<file path="src/hw/rtl/esc_fifo.sv">
// small first-in first-out queue of fixed-width words
// no package dependency
module esc_fifo #(
  parameter int unsigned W     = 8,
  parameter int unsigned DEPTH = 2
) (
  input  logic         clk_i,
  input  logic         rst_ni,
  input  logic         push_i,
  input  logic [W-1:0] wdata_i,
  output logic         full_o,
  input  logic         pop_i,
  output logic [W-1:0] rdata_o,
  output logic         empty_o
);

  localparam int unsigned AW = (DEPTH > 1) ? $clog2(DEPTH) : 1;
  localparam int unsigned CW = $clog2(DEPTH + 1);

  logic [W-1:0]  mem_q [DEPTH];
  logic [AW-1:0] wr_q, rd_q;
  logic [CW-1:0] cnt_q;
  logic          do_push, do_pop;

  assign full_o  = (cnt_q == CW'(DEPTH));
  assign empty_o = (cnt_q == '0);
  assign do_push = push_i && !full_o;
  assign do_pop  = pop_i && !empty_o;
  assign rdata_o = mem_q[rd_q];

  // storage
  always_ff @(posedge clk_i) begin
    if (do_push) begin
      mem_q[wr_q] <= wdata_i;
    end
  end

  // pointers and fill count
  always_ff @(posedge clk_i or negedge rst_ni) begin
    if (!rst_ni) begin
      wr_q  <= '0;
      rd_q  <= '0;
      cnt_q <= '0;
    end else begin
      if (do_push) begin
        wr_q <= (wr_q == AW'(DEPTH - 1)) ? '0 : wr_q + AW'(1);
      end
      if (do_pop) begin
        rd_q <= (rd_q == AW'(DEPTH - 1)) ? '0 : rd_q + AW'(1);
      end
      if (do_push && !do_pop) begin
        cnt_q <= cnt_q + CW'(1);
      end else if (do_pop && !do_push) begin
        cnt_q <= cnt_q - CW'(1);
      end
    end
  end

endmodule

</file>
<file path="config.mk">
export PLATFORM = sky130hd
export DESIGN_NAME = esc_fifo
export DESIGN_NICKNAME = d
export VERILOG_FILES = /design/src/hw/rtl/esc_fifo.sv
export SDC_FILE = /design/constraint.sdc
export NUM_CORES = 1
export LEC_CHECK = 0
export ABC_AREA = 1
export BUFFER_PORTS_ARGS = -buffer_cell sky130_fd_sc_hd__buf_2
export CORE_UTILIZATION = 45
export CTS_CLUSTER_SIZE = 25
export DETAILED_ROUTE_END_ITERATION = 12
export PLACE_DENSITY = 0.7
export REMOVE_ABC_BUFFERS = 1
export SLEW_MARGIN = 10
export SYNTH_ARGS = -nofsm -noshare
export SYNTH_HDL_FRONTEND = slang
export SYNTH_SLANG_ARGS = --single-unit
</file>
<file path="constraint.sdc">
create_clock -name clk_i -period 1.65 [get_ports clk_i]
set_input_delay 0.165 -clock clk_i [delete_from_list [all_inputs] [get_ports clk_i]]
set_output_delay 0.165 -clock clk_i [all_outputs]
set_load 0.03 [all_outputs]
</file>
* After elaboration in Yosys (flattened, before gate mapping) *
Memories as Yosys holds them, arrays and structs flattened.
Cells that the tools add are included.

storage, ports and cells
  logic and storage cells = 25
  register bits after elaboration = 4
  RAM bits = 16
  memories = 1

operators by class
  $add $sub $neg = 4
  reduce and logical (&&, ||, !) cells = 10
  mux-type cells = 6
  equal/unequal tests = 1

memories
  memory  words  width  read ports  clocked after memory_dff  write ports  RTL line  source
  mem_q   2      8      1           0                         1            20        logic [W-1:0] mem_q [DEPTH];

operators with widths
  cell                   count
  $logic_and A1 B1 Y1    4
  $logic_not A1 Y1       4
  $mux W1                4
  $mux W2                2
  $add A1 B1 Y1 const B  2
  $add A2 B1 Y2 const B  1
  $eq A2 B2 Y1 const B   1
  $logic_not A2 Y1       1
  $reduce_bool A2 Y1     1
  $sub A2 B1 Y2 const B  1

* Longest topological paths before layout *
  word-level depth = 7
  mapped depth = 9
  mapped depth without buffers = 9

* Worst setup path after synthesis *
No wires, ideal clock.

  path type = reg-to-reg
  start = register cnt_q[0]
  end = register cnt_q[1]
  path slack = 171 ps
  arrival = 1,362 ps
  stages on the path, launching flop included = 8
  required time = 1,533 ps
  setup time = 117 ps
  path buffers = 0
  cells stage by stage = dfrtp_1 > nor2_2 > nor2_2 > ha_1 > inv_1 > nand3_1 > nand2_1 > nand2_1

between the ends
  word-level cells in the longest chain between the ends = 6

RTL lines
  element                              RTL line  source
  from (decl)                          22        logic [CW-1:0] cnt_q;
  from (signal assigned)               52        cnt_q <= cnt_q + CW'(1);
  from (signal assigned)               54        cnt_q <= cnt_q - CW'(1);
  $eq A2 B2 Y1 (*)                     25        assign full_o = (cnt_q == CW'(DEPTH));
  named net full_o                     11        output logic full_o,
  $logic_not A1 Y1 (*)                 27        assign do_push = push_i && !full_o;
  $logic_and A1 B1 Y1 (*)              27
  $logic_not A1 Y1                     53        end else if (do_pop && !do_push) begin
  $logic_and A1 B1 Y1                  53
  $reduce_bool A2 Y1 (no source line)  --

The timed path passes the listed nets; every way through them passes the cells marked *. The select of a mux whose other input is x is not followed.
A chain may end at the register's enable or synchronous reset.

* Final worst setup path *
  start = register rd_q
  end = output port rdata_o[5]

between the ends
  word-level cells in the longest chain between the ends = 1

RTL lines
  element                 RTL line  source
  from (decl)             21        logic [AW-1:0] wr_q, rd_q;
  from (signal assigned)  49        rd_q <= (rd_q == AW'(DEPTH - 1)) ? '0 : rd_q + AW'(1);
  $mem_v2 Z2 W8           --
  to (decl)               13        output logic [W-1:0] rdata_o,

Every way passes these cells.

==> results.json <==
{
  "place_area_sq_um": 947,
  "io_buffers": 21,
  "io_pins": 22,
  "crit_family": "flip-flops",
  "fillCellCount": 125,
  "die_area_sq_mm": 0.00197,
  "fin_cells": 123,
  "via_per_inst": 4.61,
  "clock_latency_ns": 0.28,
  "clock.fmax_mhz": 658,
  "path_buf_inv": 2,
  "setup_viol": 0,
  "crit_top_cell": "nand2_1",
  "clockBufferDepth": 2,
  "synth_fa_ha_area_share_pct": 1.55,
  "die_w_um": 44.4,
  "cts-htree-levels": 1,
  "relSlewSlack_pct": 75.8,
  "synthCells": 73,
  "cts_tree": "done",
  "rsz0062_at_grt": "no",
  "antenna_found_initial": 0,
  "grt_pass1_vias": 588,
  "seq_area_frac_synth_pct": 71.7,
  "clock-root-buffer": "clkbuf_4",
  "path_max_fanout": 10,
  "muxShareOfSynthArea_pct": 0,
  "dr.pass1.iters": 4,
  "clock_skew_ns": 0.00170,
  "crit_path_start_kind": "flop",
  "status": "completed",
  "core_region_area_sq_mm": 0.00159,
  "design.final.nets": 113,
  "initial_utilization_pct": 50.8,
  "antenna_left": 0,
  "drive_gt1_share_pct": 28.3,
  "overflow": 0,
  "post-place-cells": 118,
  "synthSimpleGateAreaFrac_pct": 20.1,
  "ys_warn_count": 0,
  "syn-cell-area_sq_um": 810,
  "via_count": 567,
  "drt_first_iter_violations": 4,
  "clock-sinks": 20,
  "crit_chain": "inv_2, nand2_1, nand2_1, buf_2",
  "endpoint_kind": "output port",
  "synth.distinct_cells": 14,
  "rows": 14,
  "setup_ws_ns": 0.131,
  "syn_area_per_cell_sq_um": 11.1,
  "worstMarginPinSlew_ns": 0.363,
  "grt_pass1_wl_um": 2280,
  "hold_path_class": "input port to flop",
  "finalHoldViolCount": 0,
  "track_usage_pct": 15.9,
  "ys_ff_latch": 20,
  "pre_cts_ws_ns": 0.189,
  "maxCapViolations": 0,
  "area_growth_syn_to_layout_pct": 21.5,
  "ir_worst_vdd_v": 0.000950,
  "synth_top_family_by_area": "simple AND/OR/NAND/NOR gates",
  "tns_ns": 0,
  "wl_per_cell_um": 10.9,
  "path_clk_slew_ns": 0.10,
  "crit_type": "flop to output port",
  "period_minus_slack_ns": 1.52,
  "dieHeight_um": 44.4,
  "n_antenna_cell": 0,
  "wl_um": 1340,
  "route.detailed.drc": 0,
  "synth_xor_area_share_pct": 1.08,
  "gp_congestion": 0.877,
  "grt_max_degree": 12,
  "finalCritPeriodShare_pct": 92.1,
  "synth_compound_area_share_pct": 1.24,
  "cts_buffers": 3,
  "slowest_delay_ns": 0.53,
  "utilization_pct": 61.7,
  "place_hpwl_um": 985,
  "drv_slew": 0,
  "powerDensity_mw_per_mm2": 1860,
  "final_area_sq_um": 983,
  "crit_slowest_cell": "dfrtp_1",
  "cp.arrival_ns": 1.35,
  "p_leak_nw": 0.469,
  "critical_path_required_ns": 1.48
}
## state kept, by name, indices dropped and copies added, names as in the netlist
name / flops
wr_q: 1
mem_q: 16
cnt_q: 2
rd_q: 1
## kinds of logic after synthesis
| group | after synthesis |
|---|---|
| compound gates | 2 |
| xor+xnor | 1 |
| fa+ha+maj | 1 |
| buf+inv | 9 |
| flops | 20 |
| simple gates | 40 |
## cell usage after synthesis, drive strengths merged
library cell   n  area (sq um)
dfrtp          4           100
inv            8          30.0
buf            1          5.00
nand4          1          6.26
xnor2          1          8.76
nand2         33           124
o21ai          2          10.0
edfxtp        16           480
ha             1          12.5
nand3          1          5.00
nand3b         1          7.51
nor2           4          20.0
## metal layers
layer	global-route usage, %	vias up	wire length [um]
met2	28.5	18	629
met1	19.5	258	641
met4	3.03	0	8
met5	0	-	0
met3	4.08	2	57
li1	-	289	-
## through the flow
| stage | hold slack, ns | total power, W |
|---|---|---|
| after floorplan | -0.131 | 0.00137 |
| after global placement | -0.0232 | 0.00159 |
| after detailed placement | -0.0238 | 0.00162 |
| after CTS | 0.0554 | 0.00184 |
| after global routing | 0.0455 | 0.00196 |
| final | 0.0610 | 0.00183 |
## where the power goes
part	total (W)	internal, W	switching, W
combinational	0.000809	0.000238	0.000571
clock	0.000222	0.0000877	0.000134
sequential	0.000800	0.000700	0.0000996
## timing repair
item,CTS,global route
hold endpoints to repair,4,0
buffers inserted,0,0
hold buffers,1,0
gates resized for setup,0,0
## worst paths after layout
path,startpoint,endpoint,slack (ns),cells past startpoint
setup / recovery,rd_q$_DFFE_PN0P_,rdata_o[5],0.13,4
hold / removal,wdata_i[7],mem_q[1][7]$_DFFE_PP_,0.06,1
setup reg to reg,cnt_q[0]$_DFFE_PN0P_,cnt_q[1]$_DFFE_PN0P_,0.17,6
hold reg to reg,wr_q$_DFFE_PN0N_,wr_q$_DFFE_PN0N_,0.51,2
max in group asynchronous,rst_ni,wr_q$_DFFE_PN0N_,1.34,2
min in group asynchronous,rst_ni,cnt_q[1]$_DFFE_PN0P_,0.19,2
## final cells by class
type / count / area, sq um / area share (%)
sequential: 20 / 581 / 59.0
multi-input combinational: 44 / 194 / 19.7
timing repair buffer: 23 / 123 / 12.5
inverter: 8 / 30.0 / 3.05
tap: 24 / 30.0 / 3.05
clock buffer: 3 / 22.5 / 2.29
clock inverter: 1 / 3.75 / 0.382
## placed cells by master (no fill, tap or decap), drive strengths merged, types with 2 or more instances in the layout
master  synthesis  routed
edfxtp         16      16
clkbuf          0       3
nor2            4       4
inv             8       8
dfrtp           4       4
nand2          33      33
buf             1      22
o21ai           2       2
(Power assumes the default switching activity.)
